### src/rtl/flss_pkg.sv
// Shared types, widths, register indexes and reset values for the
// force-limited stroke sequencer. No dependencies.
package flss_pkg;

  localparam int POS_WIDTH   = 16;
  localparam int FORCE_WIDTH = 16;
  localparam int WAIT_WIDTH  = 16;

  localparam int CFG_IDX_W  = 3;
  localparam int CFG_DATA_W = 16;
  localparam int DLIM_W     = 16;
  localparam int FLIM_W     = 15;
  localparam int WT_W       = 16;
  localparam int TOL_W      = 15;
  localparam int MSPD_W     = 15;
  localparam int ZF_W       = 16;
  localparam int SPD_W      = 16;
  localparam int PHASE_W    = 2;

  localparam logic [CFG_IDX_W-1:0] REG_DIRECTION_LEFT   = 3'd0;
  localparam logic [CFG_IDX_W-1:0] REG_DISTANCE_LIMIT   = 3'd1;
  localparam logic [CFG_IDX_W-1:0] REG_FORCE_LIMIT      = 3'd2;
  localparam logic [CFG_IDX_W-1:0] REG_WAIT_TICKS       = 3'd3;
  localparam logic [CFG_IDX_W-1:0] REG_HOME_TOLERANCE   = 3'd4;
  localparam logic [CFG_IDX_W-1:0] REG_MAX_SPEED        = 3'd5;
  localparam logic [CFG_IDX_W-1:0] REG_ZERO_SPEED_FORCE = 3'd6;

  localparam logic              RST_DIRECTION_LEFT   = 1'b0;
  localparam logic [DLIM_W-1:0] RST_DISTANCE_LIMIT   = 16'd3000;
  localparam logic [FLIM_W-1:0] RST_FORCE_LIMIT      = 15'd600;
  localparam logic [WT_W-1:0]   RST_WAIT_TICKS       = 16'd30;
  localparam logic [TOL_W-1:0]  RST_HOME_TOLERANCE   = 15'd200;
  localparam logic [MSPD_W-1:0] RST_MAX_SPEED        = 15'd1000;
  localparam logic [ZF_W-1:0]   RST_ZERO_SPEED_FORCE = 16'd600;

  // derived datapath widths and iteration counts
  localparam int DIST_W   = POS_WIDTH + 1;
  localparam int SQ_W     = 2 * POS_WIDTH + 2;
  localparam int RR_W     = DIST_W + 3;
  localparam int FSUM_W   = FORCE_WIDTH + 1;
  localparam int MAG_W    = (FSUM_W > ZF_W) ? FSUM_W : ZF_W;
  localparam int MUL_W    = (POS_WIDTH > MAG_W) ? POS_WIDTH : MAG_W;
  localparam int NUM_W    = MSPD_W + MAG_W;
  localparam int ITER_N   = (NUM_W > DIST_W) ? NUM_W : DIST_W;
  localparam int CNT_W    = $clog2(ITER_N);
  localparam int PCMP_W   = (POS_WIDTH > TOL_W) ? POS_WIDTH : TOL_W;
  localparam int FCMP_W   = (FORCE_WIDTH > FLIM_W) ? FORCE_WIDTH : FLIM_W;
  localparam int DCMP_W   = (DIST_W > DLIM_W) ? DIST_W : DLIM_W;
  localparam int WCMP_W   = (WAIT_WIDTH > WT_W) ? WAIT_WIDTH : WT_W;
  localparam int MUL_STEPS = 4;

  typedef enum logic [1:0] {
    PH_FWD  = 2'd0,
    PH_WAIT = 2'd1,
    PH_BACK = 2'd2,
    PH_STOP = 2'd3
  } phase_e;

  typedef enum logic [1:0] {
    CMD_ZERO = 2'd0,
    CMD_FWD  = 2'd1,
    CMD_BACK = 2'd2
  } cmd_mode_e;

  typedef enum logic [1:0] {
    MUL_SQ_X  = 2'd0,
    MUL_SQ_Y  = 2'd1,
    MUL_SQ_Z  = 2'd2,
    MUL_SPEED = 2'd3
  } mul_sel_e;

  typedef enum logic [2:0] {
    ST_IDLE,
    ST_MUL,
    ST_INIT,
    ST_ITER,
    ST_DONE
  } state_e;

  typedef struct packed {
    logic              direction_left;
    logic [DLIM_W-1:0] distance_limit;
    logic [FLIM_W-1:0] force_limit;
    logic [WT_W-1:0]   wait_ticks;
    logic [TOL_W-1:0]  home_tolerance;
    logic [MSPD_W-1:0] max_speed;
    logic [ZF_W-1:0]   zero_speed_force;
  } cfg_t;

  typedef struct packed {
    logic      load_in;
    logic      latch_origin;
    logic      mul_en;
    mul_sel_e  mul_sel;
    logic      acc_en;
    logic      iter_init;
    logic      div_step;
    logic      root_step;
    logic      out_load;
    cmd_mode_e cmd_mode;
    logic      sent;
    phase_e    phase;
  } dp_cmd_t;

  typedef struct packed {
    logic dist_reached;
    logic force_over;
    logic at_home;
  } dp_stat_t;

endpackage

### src/rtl/flss_cfg.sv
// Configuration register file for the stroke sequencer.
// Depends on flss_pkg.
module flss_cfg import flss_pkg::*; (
  input  logic                  clk_i,
  input  logic                  rst_ni,
  input  logic                  cfg_we_i,
  input  logic [CFG_IDX_W-1:0]  cfg_idx_i,
  input  logic [CFG_DATA_W-1:0] cfg_data_i,
  output cfg_t                  cfg_o
);

  cfg_t cfg_q;

  always_ff @(posedge clk_i or negedge rst_ni) begin
    if (!rst_ni) begin
      cfg_q.direction_left   <= RST_DIRECTION_LEFT;
      cfg_q.distance_limit   <= RST_DISTANCE_LIMIT;
      cfg_q.force_limit      <= RST_FORCE_LIMIT;
      cfg_q.wait_ticks       <= RST_WAIT_TICKS;
      cfg_q.home_tolerance   <= RST_HOME_TOLERANCE;
      cfg_q.max_speed        <= RST_MAX_SPEED;
      cfg_q.zero_speed_force <= RST_ZERO_SPEED_FORCE;
    end else if (cfg_we_i) begin
      case (cfg_idx_i)
        REG_DIRECTION_LEFT:   cfg_q.direction_left   <= cfg_data_i[0];
        REG_DISTANCE_LIMIT:   cfg_q.distance_limit   <= cfg_data_i[DLIM_W-1:0];
        REG_FORCE_LIMIT:      cfg_q.force_limit      <= cfg_data_i[FLIM_W-1:0];
        REG_WAIT_TICKS:       cfg_q.wait_ticks       <= cfg_data_i[WT_W-1:0];
        REG_HOME_TOLERANCE:   cfg_q.home_tolerance   <= cfg_data_i[TOL_W-1:0];
        REG_MAX_SPEED:        cfg_q.max_speed        <= cfg_data_i[MSPD_W-1:0];
        REG_ZERO_SPEED_FORCE: cfg_q.zero_speed_force <= cfg_data_i[ZF_W-1:0];
        default: ;
      endcase
    end
  end

  assign cfg_o = cfg_q;

endmodule

### src/rtl/flss_ctrl.sv
// Controller: sequences one tick through the datapath, owns the phase,
// wait counter, origin flag and the handshakes. Depends on flss_pkg.
module flss_ctrl import flss_pkg::*; (
  input  logic     clk_i,
  input  logic     rst_ni,
  input  cfg_t     cfg_i,
  input  logic     in_valid_i,
  output logic     in_stall_o,
  input  logic     pose_valid_i,
  output logic     out_valid_o,
  input  logic     out_stall_i,
  input  dp_stat_t stat_i,
  output dp_cmd_t  cmd_o
);

  state_e                state_q, state_d;
  logic [CNT_W-1:0]      cnt_q, cnt_d;
  phase_e                phase_q, phase_d;
  logic [WAIT_WIDTH-1:0] wait_cnt_q, wait_cnt_d;
  logic                  origin_known_q, origin_known_d;
  logic                  out_valid_q, out_valid_d;
  logic [WAIT_WIDTH-1:0] wait_inc;

  always_ff @(posedge clk_i or negedge rst_ni) begin
    if (!rst_ni) begin
      state_q        <= ST_IDLE;
      cnt_q          <= '0;
      phase_q        <= PH_FWD;
      wait_cnt_q     <= '0;
      origin_known_q <= 1'b0;
      out_valid_q    <= 1'b0;
    end else begin
      state_q        <= state_d;
      cnt_q          <= cnt_d;
      phase_q        <= phase_d;
      wait_cnt_q     <= wait_cnt_d;
      origin_known_q <= origin_known_d;
      out_valid_q    <= out_valid_d;
    end
  end

  assign wait_inc = (wait_cnt_q == '1) ? wait_cnt_q : wait_cnt_q + 1'b1;

  always_comb begin
    state_d        = state_q;
    cnt_d          = cnt_q;
    phase_d        = phase_q;
    wait_cnt_d     = wait_cnt_q;
    origin_known_d = origin_known_q;
    out_valid_d    = out_valid_q && out_stall_i;
    cmd_o          = '0;
    cmd_o.mul_sel  = MUL_SQ_X;
    cmd_o.cmd_mode = CMD_ZERO;
    cmd_o.phase    = phase_q;
    in_stall_o     = (state_q != ST_IDLE);

    case (state_q)
      ST_IDLE: begin
        if (in_valid_i && pose_valid_i) begin
          cmd_o.load_in      = 1'b1;
          cmd_o.latch_origin = !origin_known_q;
          origin_known_d     = 1'b1;
          cnt_d              = '0;
          state_d            = ST_MUL;
        end
      end
      ST_MUL: begin
        cmd_o.mul_en  = (cnt_q < CNT_W'(MUL_STEPS));
        cmd_o.mul_sel = mul_sel_e'(cnt_q[1:0]);
        cmd_o.acc_en  = (cnt_q != '0);
        cnt_d         = cnt_q + 1'b1;
        if (cnt_q == CNT_W'(MUL_STEPS)) begin
          state_d = ST_INIT;
        end
      end
      ST_INIT: begin
        cmd_o.iter_init = 1'b1;
        cnt_d           = '0;
        state_d         = ST_ITER;
      end
      ST_ITER: begin
        cmd_o.div_step  = ({1'b0, cnt_q} < (CNT_W+1)'(NUM_W));
        cmd_o.root_step = ({1'b0, cnt_q} < (CNT_W+1)'(DIST_W));
        cnt_d           = cnt_q + 1'b1;
        if (cnt_q == CNT_W'(ITER_N - 1)) begin
          state_d = ST_DONE;
        end
      end
      ST_DONE: begin
        if (!out_valid_q || !out_stall_i) begin
          cmd_o.out_load = 1'b1;
          out_valid_d    = 1'b1;
          state_d        = ST_IDLE;
          case (phase_q)
            PH_FWD: begin
              cmd_o.sent = 1'b1;
              if (stat_i.dist_reached || stat_i.force_over) begin
                phase_d    = PH_WAIT;
                wait_cnt_d = '0;
              end else begin
                cmd_o.cmd_mode = CMD_FWD;
              end
            end
            PH_WAIT: begin
              wait_cnt_d = wait_inc;
              if (WCMP_W'(wait_inc) >= WCMP_W'(cfg_i.wait_ticks)) begin
                phase_d = PH_BACK;
              end
            end
            PH_BACK: begin
              cmd_o.sent = 1'b1;
              if (stat_i.at_home) begin
                phase_d = PH_STOP;
              end else begin
                cmd_o.cmd_mode = CMD_BACK;
              end
            end
            default: begin
              cmd_o.sent = 1'b1;
              phase_d    = PH_STOP;
            end
          endcase
          cmd_o.phase = phase_d;
        end
      end
      default: begin
        state_d = ST_IDLE;
      end
    endcase
  end

  assign out_valid_o = out_valid_q;

endmodule

### src/rtl/flss_dp.sv
// Datapath: offsets and force magnitudes, shared multiplier, restoring
// divider and digit-by-digit root, and the result register. Depends on flss_pkg.
module flss_dp import flss_pkg::*; (
  input  logic                          clk_i,
  input  cfg_t                          cfg_i,
  input  dp_cmd_t                       cmd_i,
  input  logic signed [POS_WIDTH-1:0]   pos_x_i,
  input  logic signed [POS_WIDTH-1:0]   pos_y_i,
  input  logic signed [POS_WIDTH-1:0]   pos_z_i,
  input  logic signed [FORCE_WIDTH-1:0] force_x_i,
  input  logic signed [FORCE_WIDTH-1:0] force_y_i,
  input  logic signed [FORCE_WIDTH-1:0] force_z_i,
  output dp_stat_t                      stat_o,
  output logic [DIST_W-1:0]             distance_o,
  output logic signed [SPD_W-1:0]       speed_cmd_o,
  output logic                          speed_cmd_sent_o,
  output logic [PHASE_W-1:0]            phase_o
);

  function automatic logic [POS_WIDTH-1:0] abs_diff(
    input logic signed [POS_WIDTH-1:0] a,
    input logic signed [POS_WIDTH-1:0] b
  );
    logic signed [POS_WIDTH:0] d;
    logic signed [POS_WIDTH:0] m;
    d = {a[POS_WIDTH-1], a} - {b[POS_WIDTH-1], b};
    m = d[POS_WIDTH] ? -d : d;
    return m[POS_WIDTH-1:0];
  endfunction

  function automatic logic [FORCE_WIDTH-1:0] abs_frc(
    input logic signed [FORCE_WIDTH-1:0] f
  );
    logic [FORCE_WIDTH-1:0] m;
    m = f[FORCE_WIDTH-1] ? (~f + 1'b1) : f;
    return m;
  endfunction

  logic signed [POS_WIDTH-1:0] org_x_q, org_y_q, org_z_q;
  logic signed [POS_WIDTH-1:0] base_x, base_y, base_z;
  logic [POS_WIDTH-1:0]        ax_q, ay_q, az_q;
  logic [FORCE_WIDTH-1:0]      fax_q, fay_q, faz_q;

  logic [FSUM_W-1:0]       fsum;
  logic [ZF_W-1:0]         zf;
  logic signed [MAG_W:0]   sdiff;
  logic signed [MAG_W:0]   sdiff_abs;
  logic [MAG_W-1:0]        mag_q;
  logic                    neg_q;

  logic [MUL_W-1:0]        op_a, op_b;
  logic [2*MUL_W-1:0]      prod_q;
  mul_sel_e                prod_sel_q;
  logic [SQ_W-1:0]         sq_q;
  logic [NUM_W-1:0]        num_q;

  logic [SQ_W-1:0]         rad_q;
  logic [RR_W-1:0]         rr_q;
  logic [RR_W-1:0]         rr_sh;
  logic [RR_W-1:0]         trial;
  logic [DIST_W-1:0]       root_q;

  logic [NUM_W-1:0]        dvd_q;
  logic [NUM_W-1:0]        quo_q;
  logic [ZF_W-1:0]         rem_q;
  logic [ZF_W:0]           dtry;
  logic [ZF_W:0]           dsub;

  logic [NUM_W:0]          spd_mag;
  logic                    cmd_neg;
  logic [SPD_W-1:0]        spd_val;

  logic [DIST_W-1:0]       dist_q;
  logic [SPD_W-1:0]        spd_q;
  logic                    sent_q;
  logic [PHASE_W-1:0]      phase_q;

  // input capture; origin follows the first valid pose
  assign base_x = cmd_i.latch_origin ? pos_x_i : org_x_q;
  assign base_y = cmd_i.latch_origin ? pos_y_i : org_y_q;
  assign base_z = cmd_i.latch_origin ? pos_z_i : org_z_q;

  always_ff @(posedge clk_i) begin
    if (cmd_i.latch_origin) begin
      org_x_q <= pos_x_i;
      org_y_q <= pos_y_i;
      org_z_q <= pos_z_i;
    end
    if (cmd_i.load_in) begin
      ax_q  <= abs_diff(pos_x_i, base_x);
      ay_q  <= abs_diff(pos_y_i, base_y);
      az_q  <= abs_diff(pos_z_i, base_z);
      fax_q <= abs_frc(force_x_i);
      fay_q <= abs_frc(force_y_i);
      faz_q <= abs_frc(force_z_i);
    end
  end

  // speed law operand: max_speed * |Z - F|, sign kept apart
  assign fsum      = FSUM_W'(fax_q) + FSUM_W'(fay_q);
  assign zf        = (cfg_i.zero_speed_force == '0) ? ZF_W'(1) : cfg_i.zero_speed_force;
  assign sdiff     = $signed((MAG_W+1)'(zf)) - $signed((MAG_W+1)'(fsum));
  assign sdiff_abs = sdiff[MAG_W] ? -sdiff : sdiff;

  always_ff @(posedge clk_i) begin
    mag_q <= sdiff_abs[MAG_W-1:0];
    neg_q <= sdiff[MAG_W];
  end

  // shared multiplier
  always_comb begin
    case (cmd_i.mul_sel)
      MUL_SQ_X: begin
        op_a = MUL_W'(ax_q);
        op_b = MUL_W'(ax_q);
      end
      MUL_SQ_Y: begin
        op_a = MUL_W'(ay_q);
        op_b = MUL_W'(ay_q);
      end
      MUL_SQ_Z: begin
        op_a = MUL_W'(az_q);
        op_b = MUL_W'(az_q);
      end
      default: begin
        op_a = MUL_W'(mag_q);
        op_b = MUL_W'(cfg_i.max_speed);
      end
    endcase
  end

  always_ff @(posedge clk_i) begin
    if (cmd_i.mul_en) begin
      prod_q     <= op_a * op_b;
      prod_sel_q <= cmd_i.mul_sel;
    end
    if (cmd_i.acc_en) begin
      case (prod_sel_q)
        MUL_SQ_X: sq_q  <= SQ_W'(prod_q[2*POS_WIDTH-1:0]);
        MUL_SQ_Y,
        MUL_SQ_Z: sq_q  <= sq_q + SQ_W'(prod_q[2*POS_WIDTH-1:0]);
        default:  num_q <= prod_q[NUM_W-1:0];
      endcase
    end
  end

  // root: two radicand bits per step
  assign rr_sh = {rr_q[RR_W-3:0], rad_q[SQ_W-1 -: 2]};
  assign trial = RR_W'({root_q, 2'b01});

  // divider: one quotient bit per step
  assign dtry = {rem_q, dvd_q[NUM_W-1]};
  assign dsub = dtry - (ZF_W+1)'(zf);

  always_ff @(posedge clk_i) begin
    if (cmd_i.iter_init) begin
      rad_q  <= sq_q;
      rr_q   <= '0;
      root_q <= '0;
      dvd_q  <= num_q;
      quo_q  <= '0;
      rem_q  <= '0;
    end else begin
      if (cmd_i.root_step) begin
        rad_q <= rad_q << 2;
        if (rr_sh >= trial) begin
          rr_q   <= rr_sh - trial;
          root_q <= {root_q[DIST_W-2:0], 1'b1};
        end else begin
          rr_q   <= rr_sh;
          root_q <= {root_q[DIST_W-2:0], 1'b0};
        end
      end
      if (cmd_i.div_step) begin
        dvd_q <= dvd_q << 1;
        if (dtry >= (ZF_W+1)'(zf)) begin
          rem_q <= dsub[ZF_W-1:0];
          quo_q <= {quo_q[NUM_W-2:0], 1'b1};
        end else begin
          rem_q <= dtry[ZF_W-1:0];
          quo_q <= {quo_q[NUM_W-2:0], 1'b0};
        end
      end
    end
  end

  // floor rounding toward minus infinity, direction, 16-bit saturation
  assign spd_mag = (NUM_W+1)'(quo_q) + (NUM_W+1)'(neg_q && (rem_q != '0));

  always_comb begin
    cmd_neg = neg_q ^ cfg_i.direction_left;
    spd_val = '0;
    case (cmd_i.cmd_mode)
      CMD_FWD:  cmd_neg = neg_q ^ cfg_i.direction_left;
      CMD_BACK: cmd_neg = neg_q ^ !cfg_i.direction_left;
      default:  cmd_neg = 1'b0;
    endcase
    if (cmd_i.cmd_mode == CMD_FWD || cmd_i.cmd_mode == CMD_BACK) begin
      if (cmd_neg) begin
        if (spd_mag > (NUM_W+1)'(2**(SPD_W-1))) begin
          spd_val = {1'b1, {(SPD_W-1){1'b0}}};
        end else begin
          spd_val = ~spd_mag[SPD_W-1:0] + 1'b1;
        end
      end else begin
        if (spd_mag > (NUM_W+1)'(2**(SPD_W-1) - 1)) begin
          spd_val = {1'b0, {(SPD_W-1){1'b1}}};
        end else begin
          spd_val = spd_mag[SPD_W-1:0];
        end
      end
    end
  end

  always_ff @(posedge clk_i) begin
    if (cmd_i.out_load) begin
      dist_q  <= root_q;
      spd_q   <= spd_val;
      sent_q  <= cmd_i.sent;
      phase_q <= cmd_i.phase;
    end
  end

  assign stat_o.dist_reached = (DCMP_W'(root_q) >= DCMP_W'(cfg_i.distance_limit));
  assign stat_o.force_over   = (FCMP_W'(fax_q) > FCMP_W'(cfg_i.force_limit)) ||
                               (FCMP_W'(fay_q) > FCMP_W'(cfg_i.force_limit)) ||
                               (FCMP_W'(faz_q) > FCMP_W'(cfg_i.force_limit));
  assign stat_o.at_home      = (PCMP_W'(ax_q) < PCMP_W'(cfg_i.home_tolerance)) &&
                               (PCMP_W'(ay_q) < PCMP_W'(cfg_i.home_tolerance)) &&
                               (PCMP_W'(az_q) < PCMP_W'(cfg_i.home_tolerance));

  assign distance_o       = dist_q;
  assign speed_cmd_o      = $signed(spd_q);
  assign speed_cmd_sent_o = sent_q;
  assign phase_o          = phase_q;

endmodule

### src/rtl/force_limited_stroke_sequencer_core.sv
// Top level of the force-limited stroke sequencer: config registers,
// controller and datapath. Depends on flss_pkg, flss_cfg, flss_ctrl, flss_dp.
//
// One transaction per control tick. A tick with pose_valid low is taken while
// the core is idle and gives no result. A valid tick occupies the core through
// these steps at default widths: the acceptance cycle that captures offsets and
// force magnitudes, the shared 17x17 multiplier for the three squares and the
// speed product, a setup state, then 32 steps of the restoring divider for the
// speed law, with the 17-step square root running alongside, and a last state
// that updates the phase and loads the result. The next tick is taken only once
// the result is loaded; in_stall_o stays high from acceptance until the result
// is loaded, longer while an earlier result still waits to be taken.
module force_limited_stroke_sequencer_core import flss_pkg::*; (
  input  logic                          clk_i,
  input  logic                          rst_ni,
  input  logic                          cfg_we_i,
  input  logic [CFG_IDX_W-1:0]          cfg_idx_i,
  input  logic [CFG_DATA_W-1:0]         cfg_data_i,
  input  logic                          in_valid_i,
  output logic                          in_stall_o,
  input  logic                          pose_valid_i,
  input  logic signed [POS_WIDTH-1:0]   pos_x_i,
  input  logic signed [POS_WIDTH-1:0]   pos_y_i,
  input  logic signed [POS_WIDTH-1:0]   pos_z_i,
  input  logic signed [FORCE_WIDTH-1:0] force_x_i,
  input  logic signed [FORCE_WIDTH-1:0] force_y_i,
  input  logic signed [FORCE_WIDTH-1:0] force_z_i,
  output logic                          out_valid_o,
  input  logic                          out_stall_i,
  output logic [DIST_W-1:0]             distance_o,
  output logic signed [SPD_W-1:0]       speed_cmd_o,
  output logic                          speed_cmd_sent_o,
  output logic [PHASE_W-1:0]            phase_o
);

  cfg_t     cfg;
  dp_cmd_t  dp_cmd;
  dp_stat_t dp_stat;

  flss_cfg u_cfg (
    .clk_i      (clk_i),
    .rst_ni     (rst_ni),
    .cfg_we_i   (cfg_we_i),
    .cfg_idx_i  (cfg_idx_i),
    .cfg_data_i (cfg_data_i),
    .cfg_o      (cfg)
  );

  flss_ctrl u_ctrl (
    .clk_i        (clk_i),
    .rst_ni       (rst_ni),
    .cfg_i        (cfg),
    .in_valid_i   (in_valid_i),
    .in_stall_o   (in_stall_o),
    .pose_valid_i (pose_valid_i),
    .out_valid_o  (out_valid_o),
    .out_stall_i  (out_stall_i),
    .stat_i       (dp_stat),
    .cmd_o        (dp_cmd)
  );

  flss_dp u_dp (
    .clk_i            (clk_i),
    .cfg_i            (cfg),
    .cmd_i            (dp_cmd),
    .pos_x_i          (pos_x_i),
    .pos_y_i          (pos_y_i),
    .pos_z_i          (pos_z_i),
    .force_x_i        (force_x_i),
    .force_y_i        (force_y_i),
    .force_z_i        (force_z_i),
    .stat_o           (dp_stat),
    .distance_o       (distance_o),
    .speed_cmd_o      (speed_cmd_o),
    .speed_cmd_sent_o (speed_cmd_sent_o),
    .phase_o          (phase_o)
  );

endmodule

### config.mk
export PLATFORM = sky130hd
export DESIGN_NAME = force_limited_stroke_sequencer_core
export DESIGN_NICKNAME = d
export VERILOG_FILES = /design/src/rtl/flss_pkg.sv /design/src/rtl/flss_cfg.sv /design/src/rtl/flss_ctrl.sv /design/src/rtl/flss_dp.sv /design/src/rtl/force_limited_stroke_sequencer_core.sv
export SDC_FILE = /design/constraint.sdc
export NUM_CORES = 2
export LEC_CHECK = 0
export ABC_AREA = 0
export BUFFER_PORTS_ARGS = -buffer_cell sky130_fd_sc_hd__buf_2
export CAP_MARGIN = 20
export CORE_UTILIZATION = 50
export DETAILED_ROUTE_END_ITERATION = 12
export PLACE_DENSITY_LB_ADDON = 0.05
export SLEW_MARGIN = 10
export SYNTH_ARGS = -nofsm -noshare
export SYNTH_HDL_FRONTEND = slang
export SYNTH_SLANG_ARGS = --single-unit
### constraint.sdc
create_clock -name clk_i -period 7.8 [get_ports clk_i]
set_input_delay 0.78 -clock clk_i [delete_from_list [all_inputs] [get_ports clk_i]]
set_output_delay 0.78 -clock clk_i [all_outputs]
set_load 0.1 [all_outputs]
==> reports/summary.txt <==
Result of the run - complete, no violations
Final setup margin - 0.1865 ns
Largest net degree at the start of global routing - 73
Clock tree from TritonCTS - built
Clock skew after layout - 0.02336 ns
R2R setup slack - 0.19 ns
Final Max Tran Viols - 0
Overall fraction of global-route tracks in use - 25.57%
Post-layout min period - 7.613 ns
Number of clock sinks - 569
Clk slew on worst S/H paths - 0.06 ns
Area added between synthesis and finish - 13.03%
Fraction of layout cells with a size suffix above 1 - 13.42%
Maximum operating frequency - 0.1313 GHz
Required time at the endpoint of the critical path - 8.15 ns
Dominant cell type by count on the critical path - sky130_fd_sc_hd__fa_1
Antenna Nets Post-Route - 0
GRT busiest layer - met2
Endpoint kind of the worst setup timing path - flip-flop
Count of flip-flops with a built-in enable after synthesis - 298
Arrival time at the worst endpoint - 7.97 ns
Startpoint of the worst register-to-register path - u_ctrl.state_q[2]
Number of global-route vias before repair - 30,543
Worst reg-to-reg path cell count - 28
Initial DRT Pass Iterations - 5
Post-synthesis instance area - 42,120 sq um
Total number of nets in the final design - 5,430
Top Ports - 159
Global Route met3 Usage - 3.528%
Slew at the pin closest to its max-slew limit - 1.032 ns
Dpl ws - -0.1650 ns
Clk_lat worst skew - 0.63 ns
Synth Warn # - 0
Core footprint - 83,560 sq um
Critical Path Max Stage Delay - 0.55 ns
Final period util - 97.61%
Setup repair after global routing missed its margin - yes
Cell type contributing the most total cell area after synthesis - sky130_fd_sc_hd__edfxtp_1
Maximum buffer depth of the clock tree - 3
Hpwl dp - 85,620 um
Synth top area share - 21.25%
Number of max-capacitance violations reported - 0
Worst Hold Class - in2async
Number of buffers created by CTS - 69
Number of nets in the synthesized netlist - 5,188
First-pass GRT wire length - 171,100 um
Category of the worst setup path launch point - flip-flop
Top cells by instance count after synthesis - sky130_fd_sc_hd__nand2_1, sky130_fd_sc_hd__inv_1, sky130_fd_sc_hd__ha_1
Synth async-reset ratio - 21.44%
Slowest library cell on the worst path - sky130_fd_sc_hd__fa_1
Gpl congestion - 0.9438
Largest cells by area after synthesis - sky130_fd_sc_hd__edfxtp_1, sky130_fd_sc_hd__ha_1, sky130_fd_sc_hd__fa_1, sky130_fd_sc_hd__dfxtp_1, sky130_fd_sc_hd__nand2_1
Count leader, synth - sky130_fd_sc_hd__nand2_1
Post-Synthesis Cells - 4,471
Met1 track utilization from global routing - 36.71%
Die height - 292.2 um
Fillers - 7,595
Row count - 106
H-tree levels - 3
Chip width - 292.2 um
Setup CP Type - reg2reg
Routed wire length - 109,400 um
Number of antenna violations at the first check in global routing - 0
Fin. Hold Viols - 0
Total global routing overflow - 0
Register bit total from synthesis - 569
Initial Utilization - 50.41%
Met2 GRT Util - 40.15%
Detailed-route vias per instance - 5.439
Vias after detailed routing - 31,809
Primary FF master, synth - sky130_fd_sc_hd__edfxtp_1
Initial DRC count - 2,083
Mean instance size in the synthesized netlist - 9.421 sq um
Number of port buffers - 158
Buffer type at the clock tree root - sky130_fd_sc_hd__clkbuf_16
Die area - 85,400 sq um
Sequential cell area fraction in the yosys report - 35.66%
Relative slew slack - 31.03%
Cell variety after synth - 78
DR WL/cell - 18.70 um
Capturing point of the worst reg2reg path - u_dp.prod_q[26]
Number of antenna repair diodes - 0
Critical path peak fanout - 16
DRC violations left - 0
# setup viols final - 0
-- metrics by stage --
stage / hold slack [ns] / std cells / area [sq um] / TNS [ns] / util (%)
finish: 0.2486 / 5848 / 47610 / 0 / 56.98
global route: 0.2996 / 5848 / 47610 / -0.3624 / 56.98
CTS: 0.2661 / 5832 / 47300 / 0 / 56.61
detailed placement: 0.4462 / 5706 / 44950 / -0.5757 / 53.79
global placement: 0.4400 / 5705 / 44940 / 0 / 53.78
floorplan: 0.4082 / 4471 / 42150 / 0 / -
-- cell families after synthesis --
| kind of cell | share of synthesized area, % |
|---|---|
| AND/OR/NAND/NOR | 14.78 |
| adder cells (fa/ha/maj) | 21.77 |
| AO/OA/AOI/OAI | 12.54 |
| multiplexers | 3.975 |
| flip-flops | 35.66 |
| XOR/XNOR | 5.406 |
| buffers and inverters | 5.870 |
-- critical path, delay by kind of cell, from the launching register on --
kind | cells | cell delay [ns]
and+or+nand+nor | 8 | 1.00
buffers and inverters | 5 | 0.52
xor gates and xnor gates | 1 | 0.14
AOI/OAI and AO/OA | 7 | 1.90
DFF | 1 | 0.41
adders and majority gates | 7 | 3.37
-- layer usage --
| metal | up-vias | share of wire (%) |
|---|---|---|
| li1 | 15810 | - |
| met5 | - | 0 |
| met2 | 715 | 44 |
| met1 | 15101 | 48 |
| met4 | 0 | 3.1 |
| met3 | 183 | 4.5 |
-- timing repair --
item / in CTS / in global routing
hold buffers: 0 / 0
resized for setup: 4 / 59
cloned: 0 / 1
buffers inserted: 0 / 14
endpoints found under the setup margin: 5 / 9
pin swaps: 0 / 12
-- layout make-up --
type                    count  area (sq um)  area share (%)
flip-flops and latches    569         15020           31.55
clock inverters            41         440.4          0.9250
inverters                 491          1843           3.871
multi-input cells        3247         24880           52.25
clock buffers              85          1899           3.989
repair buffers            335          2181           4.581
well taps                1080          1351           2.838
-- flip-flops by register name, summed over array words and instances, names as in the netlist, 17 cells and up --
register / cells
u_cfg.cfg_o: 94
u_dp.rad_q: 34
u_dp.sq_q: 34
u_dp.dvd_q: 32
u_dp.num_q: 32
u_dp.prod_q: 32
u_dp.quo_q: 32
u_dp.rr_q: 18
u_dp.distance_o: 17
u_dp.mag_q: 17
u_dp.root_q: 17
-- cells in the final DEF, fill, tap and decap left out, types with 13 or more instances in the layout --
cell,instances
sky130_fd_sc_hd__a211oi_1,23
sky130_fd_sc_hd__a21o_1,78
sky130_fd_sc_hd__a21oi_1,199
sky130_fd_sc_hd__a22o_1,15
sky130_fd_sc_hd__a31oi_1,25
sky130_fd_sc_hd__and2_1,18
sky130_fd_sc_hd__and3_1,18
sky130_fd_sc_hd__buf_2,157
sky130_fd_sc_hd__buf_4,169
sky130_fd_sc_hd__clkbuf_16,71
sky130_fd_sc_hd__dfrtp_1,94
sky130_fd_sc_hd__dfstp_2,28
sky130_fd_sc_hd__dfxtp_1,149
sky130_fd_sc_hd__edfxtp_1,298
sky130_fd_sc_hd__fa_1,227
sky130_fd_sc_hd__ha_1,368
sky130_fd_sc_hd__inv_1,488
sky130_fd_sc_hd__mux2_2,82
sky130_fd_sc_hd__mux2i_1,75
sky130_fd_sc_hd__nand2_1,647
sky130_fd_sc_hd__nand2b_1,45
sky130_fd_sc_hd__nand3_1,71
sky130_fd_sc_hd__nand4_1,37
sky130_fd_sc_hd__nor2_1,318
sky130_fd_sc_hd__nor2b_1,37
sky130_fd_sc_hd__nor3_1,56
sky130_fd_sc_hd__nor4_1,30
sky130_fd_sc_hd__o211ai_1,15
sky130_fd_sc_hd__o21a_1,45
sky130_fd_sc_hd__o21ai_0,223
sky130_fd_sc_hd__o21ai_1,19
sky130_fd_sc_hd__o21bai_1,19
sky130_fd_sc_hd__o22ai_1,25
sky130_fd_sc_hd__o31ai_1,30
sky130_fd_sc_hd__o41ai_1,13
sky130_fd_sc_hd__or2_2,17
sky130_fd_sc_hd__or3_1,33
sky130_fd_sc_hd__xnor2_1,182
sky130_fd_sc_hd__xor2_1,78
-- worst max-delay path by stage --
stage	from	to	slack, ns	cells after the start
final	u_ctrl.state_q[2]	u_dp.prod_q[26]	0.19	28
after global routing	u_ctrl.state_q[2]	u_dp.prod_q[26]	-0.13	28
after CTS	u_ctrl.state_q[2]	u_dp.prod_q[28]	0.04	29
after detailed placement	u_ctrl.state_q[2]	u_dp.prod_q[31]	-0.17	29
after global placement	u_ctrl.state_q[2]	u_dp.prod_q[31]	0.02	29
after floorplan	u_ctrl.state_q[0]	u_dp.prod_q[31]	0.04	34
Power is left out: the tool's default activity adds up to more than one toggle a clock period on the data nets, which glitch-free logic cannot reach.
